### config.mk
export PLATFORM = sky130hd
export DESIGN_NAME = double_ended_queue_unit
export DESIGN_NICKNAME = d
export VERILOG_FILES = /design/src/rtl/deq_pkg.sv /design/src/rtl/deq_ram.sv /design/src/rtl/deq_ctrl.sv /design/src/rtl/double_ended_queue_unit.sv
export SDC_FILE = /design/constraint.sdc
export NUM_CORES = 1
export LEC_CHECK = 0
export BUFFER_PORTS_ARGS = -buffer_cell sky130_fd_sc_hd__buf_2
export CORE_MARGIN = 10
export CORE_UTILIZATION = 45
export CTS_BUF_LIST = sky130_fd_sc_hd__clkbuf_4
export DETAILED_ROUTE_END_ITERATION = 8
export HOLD_SLACK_MARGIN = 0.15
export MAX_ROUTING_LAYER = met4
export REMOVE_ABC_BUFFERS = 1
export SYNTH_ARGS = -nofsm -noshare
export SYNTH_HDL_FRONTEND = slang
export SYNTH_SLANG_ARGS = --single-unit
export TNS_END_PERCENT = 5
### constraint.sdc
create_clock -name aclk -period 11.7 [get_ports aclk]
set_input_delay 1.17 -clock aclk [delete_from_list [all_inputs] [get_ports aclk]]
set_output_delay 1.17 -clock aclk [all_outputs]
set_load 0.01 [all_outputs]
### src/rtl/deq_pkg.sv
// ----------------------------------------------------------------------------
// deq_pkg
// Shared types and codes of the double-ended queue unit.
// ----------------------------------------------------------------------------
package deq_pkg;

    localparam int CMD_W    = 3;
    localparam int VALUE_W  = 32;
    localparam int STATUS_W = 2;
    localparam int COUNT_W  = 6;

    localparam logic [CMD_W-1:0] CMD_ADD_FRONT    = 3'd0;
    localparam logic [CMD_W-1:0] CMD_ADD_BACK     = 3'd1;
    localparam logic [CMD_W-1:0] CMD_REMOVE_FRONT = 3'd2;
    localparam logic [CMD_W-1:0] CMD_REMOVE_BACK  = 3'd3;
    localparam logic [CMD_W-1:0] CMD_LIST_FWD     = 3'd4;
    localparam logic [CMD_W-1:0] CMD_LIST_REV     = 3'd5;

    localparam logic [STATUS_W-1:0] STAT_OK    = 2'd0;
    localparam logic [STATUS_W-1:0] STAT_EMPTY = 2'd1;
    localparam logic [STATUS_W-1:0] STAT_FULL  = 2'd2;

    // one result beat
    typedef struct packed {
        logic [VALUE_W-1:0]  value;
        logic [STATUS_W-1:0] status;
        logic [COUNT_W-1:0]  count;
        logic                last;
    } deq_res_t;

    // output buffer state seen by the sequencer
    typedef struct packed {
        logic [1:0] occ;
        logic       pop;
    } deq_obuf_t;

endpackage

### src/rtl/deq_ram.sv
// ----------------------------------------------------------------------------
// deq_ram
// Generic single-write, single-read RAM with registered read data.
// ----------------------------------------------------------------------------
module deq_ram #(
    parameter int WIDTH = 32,
    parameter int DEPTH = 32
) (
    input  logic                     aclk,
    input  logic                     we,
    input  logic [$clog2(DEPTH)-1:0] waddr,
    input  logic [WIDTH-1:0]         wdata,
    input  logic                     re,
    input  logic [$clog2(DEPTH)-1:0] raddr,
    output logic [WIDTH-1:0]         rdata
);

    logic [WIDTH-1:0] mem [DEPTH];
    logic [WIDTH-1:0] rdata_reg;

    always_ff @(posedge aclk) begin
        if (we) begin
            mem[waddr] <= wdata;
        end
        if (re) begin
            rdata_reg <= mem[raddr];
        end
    end

    assign rdata = rdata_reg;

endmodule

### src/rtl/deq_ctrl.sv
// ----------------------------------------------------------------------------
// deq_ctrl
// Command sequencer: ring indices, entry count, RAM access and list walk.
// ----------------------------------------------------------------------------
module deq_ctrl #(
    parameter int DEPTH = 32
) (
    input  logic                                aclk,
    input  logic                                aresetn,
    input  logic                                in_valid,
    output logic                                in_ready,
    input  logic [deq_pkg::CMD_W-1:0]           in_cmd,
    input  logic [deq_pkg::VALUE_W-1:0]         in_value,
    input  deq_pkg::deq_obuf_t                  obuf,
    output logic                                res_valid,
    output deq_pkg::deq_res_t                   res,
    output logic                                ram_we,
    output logic [$clog2(DEPTH)-1:0]            ram_waddr,
    output logic [deq_pkg::VALUE_W-1:0]         ram_wdata,
    output logic                                ram_re,
    output logic [$clog2(DEPTH)-1:0]            ram_raddr,
    input  logic [deq_pkg::VALUE_W-1:0]         ram_rdata
);

    localparam int IW = $clog2(DEPTH);
    localparam int CW = $clog2(DEPTH + 1);

    localparam logic S_IDLE = 1'b0;
    localparam logic S_LIST = 1'b1;

    logic                       state_reg, state_next;
    logic [IW-1:0]              front_reg, front_next;
    logic [IW-1:0]              back_reg, back_next;
    logic [CW-1:0]              count_reg, count_next;
    logic [IW-1:0]              ptr_reg, ptr_next;
    logic [CW-1:0]              left_reg, left_next;
    logic                       dir_rev_reg, dir_rev_next;
    logic                       pend_reg, pend_next;
    logic                       pend_mem_reg, pend_mem_next;
    deq_pkg::deq_res_t          pend_meta_reg, pend_meta_next;

    logic [2:0]                 credit;
    logic                       can_issue;
    logic                       full, empty;

    function automatic logic [IW-1:0] idx_inc(input logic [IW-1:0] p);
        return (p == IW'(DEPTH - 1)) ? '0 : p + IW'(1);
    endfunction

    function automatic logic [IW-1:0] idx_dec(input logic [IW-1:0] p);
        return (p == '0) ? IW'(DEPTH - 1) : p - IW'(1);
    endfunction

    // room in the output buffer for everything in flight
    assign credit    = {1'b0, obuf.occ} + {2'b0, pend_reg} - {2'b0, obuf.pop};
    assign can_issue = (credit < 3'd2);
    assign full      = (count_reg == CW'(DEPTH));
    assign empty     = (count_reg == '0);
    assign in_ready  = (state_reg == S_IDLE) && can_issue;

    always_comb begin
        state_next     = state_reg;
        front_next     = front_reg;
        back_next      = back_reg;
        count_next     = count_reg;
        ptr_next       = ptr_reg;
        left_next      = left_reg;
        dir_rev_next   = dir_rev_reg;
        pend_next      = 1'b0;
        pend_mem_next  = 1'b0;
        pend_meta_next = pend_meta_reg;
        ram_we         = 1'b0;
        ram_waddr      = back_reg;
        ram_wdata      = in_value;
        ram_re         = 1'b0;
        ram_raddr      = front_reg;

        case (state_reg)
            S_IDLE: begin
                if (in_valid && in_ready) begin
                    pend_next             = 1'b1;
                    pend_meta_next.value  = '0;
                    pend_meta_next.status = deq_pkg::STAT_OK;
                    pend_meta_next.last   = 1'b1;
                    case (in_cmd)
                        deq_pkg::CMD_ADD_FRONT: begin
                            if (full) begin
                                pend_meta_next.status = deq_pkg::STAT_FULL;
                            end else begin
                                front_next = idx_dec(front_reg);
                                ram_we     = 1'b1;
                                ram_waddr  = idx_dec(front_reg);
                                count_next = count_reg + CW'(1);
                            end
                        end
                        deq_pkg::CMD_ADD_BACK: begin
                            if (full) begin
                                pend_meta_next.status = deq_pkg::STAT_FULL;
                            end else begin
                                back_next  = idx_inc(back_reg);
                                ram_we     = 1'b1;
                                ram_waddr  = back_reg;
                                count_next = count_reg + CW'(1);
                            end
                        end
                        deq_pkg::CMD_REMOVE_FRONT: begin
                            if (empty) begin
                                pend_meta_next.status = deq_pkg::STAT_EMPTY;
                            end else begin
                                ram_re        = 1'b1;
                                ram_raddr     = front_reg;
                                front_next    = idx_inc(front_reg);
                                count_next    = count_reg - CW'(1);
                                pend_mem_next = 1'b1;
                            end
                        end
                        deq_pkg::CMD_REMOVE_BACK: begin
                            if (empty) begin
                                pend_meta_next.status = deq_pkg::STAT_EMPTY;
                            end else begin
                                ram_re        = 1'b1;
                                ram_raddr     = idx_dec(back_reg);
                                back_next     = idx_dec(back_reg);
                                count_next    = count_reg - CW'(1);
                                pend_mem_next = 1'b1;
                            end
                        end
                        deq_pkg::CMD_LIST_FWD,
                        deq_pkg::CMD_LIST_REV: begin
                            if (empty) begin
                                pend_meta_next.status = deq_pkg::STAT_EMPTY;
                            end else begin
                                pend_next    = 1'b0;
                                state_next   = S_LIST;
                                left_next    = count_reg;
                                dir_rev_next = (in_cmd == deq_pkg::CMD_LIST_REV);
                                ptr_next     = (in_cmd == deq_pkg::CMD_LIST_REV) ?
                                               idx_dec(back_reg) : front_reg;
                            end
                        end
                        default: begin
                        end
                    endcase
                    pend_meta_next.count = deq_pkg::COUNT_W'(count_next);
                end
            end
            S_LIST: begin
                if (can_issue) begin
                    ram_re                = 1'b1;
                    ram_raddr             = ptr_reg;
                    pend_next             = 1'b1;
                    pend_mem_next         = 1'b1;
                    pend_meta_next.value  = '0;
                    pend_meta_next.status = deq_pkg::STAT_OK;
                    pend_meta_next.count  = deq_pkg::COUNT_W'(count_reg);
                    pend_meta_next.last   = (left_reg == CW'(1));
                    ptr_next  = dir_rev_reg ? idx_dec(ptr_reg) : idx_inc(ptr_reg);
                    left_next = left_reg - CW'(1);
                    if (left_reg == CW'(1)) begin
                        state_next = S_IDLE;
                    end
                end
            end
            default: begin
                state_next = S_IDLE;
            end
        endcase
    end

    always_ff @(posedge aclk) begin
        if (!aresetn) begin
            state_reg <= S_IDLE;
            front_reg <= '0;
            back_reg  <= '0;
            count_reg <= '0;
            pend_reg  <= 1'b0;
        end else begin
            state_reg <= state_next;
            front_reg <= front_next;
            back_reg  <= back_next;
            count_reg <= count_next;
            pend_reg  <= pend_next;
        end
    end

    always_ff @(posedge aclk) begin
        ptr_reg       <= ptr_next;
        left_reg      <= left_next;
        dir_rev_reg   <= dir_rev_next;
        pend_mem_reg  <= pend_mem_next;
        pend_meta_reg <= pend_meta_next;
    end

    always_comb begin
        res       = pend_meta_reg;
        res.value = pend_mem_reg ? ram_rdata : '0;
    end
    assign res_valid = pend_reg;

    // ring bookkeeping: back is always front plus count, modulo depth
    logic [IW:0] ring_sum;
    logic [IW:0] ring_wrap;
    assign ring_sum  = (IW + 1)'(front_reg) + (IW + 1)'(count_reg);
    assign ring_wrap = (ring_sum >= (IW + 1)'(DEPTH)) ?
                       ring_sum - (IW + 1)'(DEPTH) : ring_sum;

    a_count_bound: assert property (@(posedge aclk) disable iff (!aresetn)
        count_reg <= CW'(DEPTH))
        else $error("entry count above depth");

    a_ring_consistent: assert property (@(posedge aclk) disable iff (!aresetn)
        ring_wrap[IW-1:0] == back_reg)
        else $error("front, back and count disagree");

    a_no_rw_overlap: assert property (@(posedge aclk) disable iff (!aresetn)
        !(ram_we && ram_re))
        else $error("RAM read and write in one cycle");

    a_list_nonempty: assert property (@(posedge aclk) disable iff (!aresetn)
        (state_reg == S_LIST) |-> (left_reg != '0) && !in_ready)
        else $error("list walk with nothing left or input open");

    a_list_ends_last: assert property (@(posedge aclk) disable iff (!aresetn)
        (state_reg == S_LIST && state_next == S_IDLE) |=> (pend_reg && pend_meta_reg.last))
        else $error("list walk ended without a last beat");

endmodule

### src/rtl/double_ended_queue_unit.sv
// ----------------------------------------------------------------------------
// double_ended_queue_unit
// Bounded double-ended queue of signed 32-bit values held in a ring RAM.
// ----------------------------------------------------------------------------
// Input beats (s_) carry a command and a value: add front/back, remove
// front/back, list forward/reverse. Result beats (m_) carry the removed or
// listed value, a status (ok, empty, full) and the entry count after the
// command; m_tlast marks the final result of a command.
// Add, remove and unknown commands give one result each; a listing gives
// one result per stored value and holds s_tready low until the walk ends,
// one RAM read per cycle while the output buffer has room. A result is
// registered in the controller and then in the output buffer.
// A two-entry output buffer decouples the sides: with m_tready high the
// unit sustains one beat per cycle; when the receiver stalls, the buffer
// fills and s_tready drops (or the listing pauses) until beats drain.
// Reset (aresetn low, synchronous) empties the queue and the output buffer;
// the RAM contents are not cleared and no entry is read before it is
// written.
// ----------------------------------------------------------------------------
module double_ended_queue_unit #(
    parameter int DEPTH = 32
) (
    input  logic        aclk,
    input  logic        aresetn,
    input  logic        s_tvalid,
    output logic        s_tready,
    input  logic [39:0] s_tdata,  // command[2:0], item_value[34:3], zero[39:35]
    output logic        m_tvalid,
    input  logic        m_tready,
    output logic [39:0] m_tdata,  // out_value[31:0], status[33:32], entry_count[39:34]
    output logic        m_tlast
);

    localparam int IW = $clog2(DEPTH);

    logic                         ram_we;
    logic [IW-1:0]                ram_waddr;
    logic [deq_pkg::VALUE_W-1:0]  ram_wdata;
    logic                         ram_re;
    logic [IW-1:0]                ram_raddr;
    logic [deq_pkg::VALUE_W-1:0]  ram_rdata;

    logic                         res_valid;
    deq_pkg::deq_res_t            res;
    deq_pkg::deq_obuf_t           obuf;

    logic [1:0]                   occ_reg;
    deq_pkg::deq_res_t            ent0_reg;
    deq_pkg::deq_res_t            ent1_reg;
    logic                         pop;
    logic [1:0]                   push_slot;

    deq_ram #(
        .WIDTH (deq_pkg::VALUE_W),
        .DEPTH (DEPTH)
    ) u_ram (
        .aclk  (aclk),
        .we    (ram_we),
        .waddr (ram_waddr),
        .wdata (ram_wdata),
        .re    (ram_re),
        .raddr (ram_raddr),
        .rdata (ram_rdata)
    );

    deq_ctrl #(
        .DEPTH (DEPTH)
    ) u_ctrl (
        .aclk      (aclk),
        .aresetn   (aresetn),
        .in_valid  (s_tvalid),
        .in_ready  (s_tready),
        .in_cmd    (s_tdata[2:0]),
        .in_value  (s_tdata[34:3]),
        .obuf      (obuf),
        .res_valid (res_valid),
        .res       (res),
        .ram_we    (ram_we),
        .ram_waddr (ram_waddr),
        .ram_wdata (ram_wdata),
        .ram_re    (ram_re),
        .ram_raddr (ram_raddr),
        .ram_rdata (ram_rdata)
    );

    // two-entry output buffer, ent0 drives the master side
    assign pop       = m_tvalid && m_tready;
    assign push_slot = occ_reg - {1'b0, pop};
    assign obuf      = {occ_reg, pop};

    always_ff @(posedge aclk) begin
        if (!aresetn) begin
            occ_reg <= '0;
        end else begin
            occ_reg <= occ_reg + {1'b0, res_valid} - {1'b0, pop};
        end
    end

    always_ff @(posedge aclk) begin
        if (res_valid && push_slot == 2'd0) begin
            ent0_reg <= res;
        end else if (pop) begin
            ent0_reg <= ent1_reg;
        end
        if (res_valid && push_slot != 2'd0) begin
            ent1_reg <= res;
        end
    end

    assign m_tvalid = (occ_reg != '0);
    assign m_tdata  = {ent0_reg.count, ent0_reg.status, ent0_reg.value};
    assign m_tlast  = ent0_reg.last;

    a_obuf_bound: assert property (@(posedge aclk) disable iff (!aresetn)
        (occ_reg <= 2'd2) && !(res_valid && occ_reg == 2'd2 && !pop))
        else $error("output buffer overflow");

endmodule
==> metrics.md <==
| Metric | Value |
|---|---|
| Status | completed |
| TritonCTS clock tree | built |
| DIE WIDTH | 361 um |
| Area share of the largest cell type after synthesis | 0.663 |
| FP Rows | 125 |
| Hold Worst Slack | 0.367 ns |
| Synth Area in Adders | 0.00443 |
| Root Driver | clkbuf_4 |
| Post-route standard cell area excluding fillers | 58100 um^2 |
| Final core occ | 0.501 |
| Largest net degree at the start of global routing | 271 |
| Fraction of layout cells with a size suffix above 1 | 0.241 |
| IO Count | 87 |
| Layout area overhead | 10.8% |
| Hold_sp | aresetn |
| Post-Syn Area | 52500 um^2 |
| Crit path DAT | 8.32 ns |
| Synthesis warning total | 0 |
| CORE AREA | 116000 um^2 |
| CTS sink count | 1180 |
| Number of flops mapped to enable cells by yosys | 1159 |
| Worst Setup SP | occ_reg[1] |
| Hold Buf Count CTS | 0 |
| Async SR Flop Fraction | 0 |
| Post-DRT Antenna Nets | 0 |
| Vias | 36300 |
| Leak | 18.8 nW |
| Clock Path Buffers | 4 |
| RSZ-0062 raised after global routing | no |
| GPL Wtd Cong | 0.808 |
| Final nets | 3875 |
| DRC viols | 0 |
| DR iter-0 viols | 4316 |
| Slew margin rel. | 0.232 |
| TritonRoute pass-1 iters | 5 |
| Gr usage total | 0.239 |
| Total chip power | 0.0113 W |
| Worst Clk Skew | 0.0956 ns |
| Postcts setup bufs | 0 |
| Finish-stage setup viols | 0 |
| Largest family of logic cells by synthesized area | compound AO/OA/AOI/OAI gates |
| Synth cell types | 71 |
| Vert. Die Dim | 361 um |
| Vias in the first global route | 35500 |
| CTS Buf Count | 331 |
| Initial antenna violation count | 6 |
| Post-DP HPWL | 71.6 mm |
| Initial Utilization | 0.452 |
| PostCTS Resize Cnt | 0 |
| Class of the worst hold path | in2reg |
| Crit end category | flop |
| First-pass GRT wire length | 230 mm |
| Synth Area in Compound Gates | 0.206 |
| Dpl cell area | 54100 um^2 |
| Sequential area share after synthesis | 0.671 |
| Mux contribution to synthesized area | 0.0106 |
| Worst skew pair latency | 1.20 ns |
| IO Port Bufs | 81 |
| Synth area leader | edfxtp_1 |
| Post-synthesis register bit count | 1180 |
| Final setup TNS | 0 ns |
| Startpoint type of the worst setup path | flop |
| Max Cap Violations | 0 |
| Vias per cell | 6.54 |
| Power per cell area | 194 nW/um^2 |
| Measured slew at the worst slew-check pin | 1.15 ns |
| Fin. Hold Viols | 0 |
| VDD IR max | 154 uV |
| Number of flip-flops in the largest register | 1024 |
| Tcrit/Tclk final | 0.635 |
| CP required | 12.58 ns |
| Synth Area in XOR/XNOR | 0.00281 |
| Max FO, Critical Path | 65 |
| Max Slew Vio Count | 0 |
| Mapped Cells | 3749 |
| Final min period | 7.43 ns |
| Simple-Gate Fraction of Synth Area | 0.0700 |
| R2R Path Start | occ_reg[1] |
| H-tree depth | 5 |
| Synth Flop Type | edfxtp_1 |
| Critical path class | reg2reg |
| Fillers | 10100 |
| Synth area leaders | edfxtp_1 66%, o211a_1 4.9%, o21ai_0 4.7% |
| DR WL/cell | 28.3 um |
| Die ar. | 131000 um^2 |
| GRT overflow | 0 |
| Synth Area per Inst | 14.0 um^2 |
| Fmax | 135 MHz |
| Final WL | 157 mm |
| Clk slew on worst S/H paths | 0.07 ns |
[through the flow]
step / setup WS, ns / instances
detailed placement: 3.87 / 5004
global route: 4.14 / 5548
floorplan: -14.65 / 3326
finish: 4.27 / 5550
CTS: 4.41 / 5540
global placement: 3.85 / 5004
[worst paths after layout]
path / end / slack, ns / cells past startpoint
max: u_ram.rdata[2] / 4.27 / 17
max reg2reg: u_ram.rdata[2] / 4.27 / 17
min reg2reg: ent1_reg[1] / 0.45 / 0
min: u_ctrl.count_reg[2] / 0.37 / 2
[logic make-up after synthesis]
kind of cell	Yosys count
xor+xnor	16
flops	1180
simple gates	521
mux	50
fa+ha+maj	18
compound gates	1514
buf+inv	450
[worst max-delay path: stages, from the launching register on]
cell      delay (ns)
dfxtp_1         0.36
or2_2           0.30
and2_1          0.18
ha_1            0.27
inv_1           0.04
ha_1            0.18
fa_1            0.59
or3b_4          0.45
nand2b_1        0.51
o211ai_1        0.32
buf_4           0.76
and2_4          0.28
buf_4           0.70
buf_4           0.93
nand3_2         0.12
buf_4           0.41
o22ai_1         0.38
nor4_2          0.08
[layer usage]
metal	track usage	routed length, um	part of all wire
met5	-	0	0
met2	0.366	72800	0.46
met4	0.103	5730	0.036
met1	0.310	65700	0.42
met3	0.0445	13000	0.083
[cells in the mapped netlist (17+ instances only)]
cell type	instances
edfxtp_1	1159
o21ai_0	498
clkbuf_1	351
a22oi_1	257
a32oi_1	256
o211a_1	256
or3b_2	196
o22ai_1	133
nor2_1	81
or3b_1	60
mux2_2	46
buf_2	43
nand2_1	39
and2_1	38
o21ai_1	37
a21oi_1	28
inv_1	26
nor4_1	26
dfxtp_1	21
nand3_1	21
ha_1	17
[layout by cell type, fill, tap and decap left out, types with 41 or more instances in the layout]
cell type,synthesis,layout
edfxtp_1,1159,1159
o21ai_0,498,497
clkbuf_4,0,481
a22oi_1,257,257
a32oi_1,256,256
o211a_1,256,256
or3b_2,196,196
o22ai_1,133,133
buf_2,43,81
buf_4,5,62
or3b_1,60,60
nor2_1,81,48
mux2_2,46,46
clkinv_1,1,41
[cell type report]
class / count / area [um^2] / share of cell area
flip-flops and latches: 1180 / 35200 / 0.606
inverters: 27 / 101 / 0.00174
diodes: 10 / 25.0 / 0.000430
clock inverters: 55 / 398 / 0.00684
repair buffers: 154 / 1090 / 0.0188
well taps: 1524 / 1910 / 0.0328
clock buffers: 481 / 3610 / 0.0621
multi-input cells: 2119 / 15800 / 0.271
[report_power, final]
group	switching, W	leakage [nW]	internal (W)
clock	0.00167	2.40	0.00201
combinational	0.00175	5.82	0.000879
sequential	0.0000736	10.6	0.00487
Note: power is estimated with default switching activity, not from simulation.
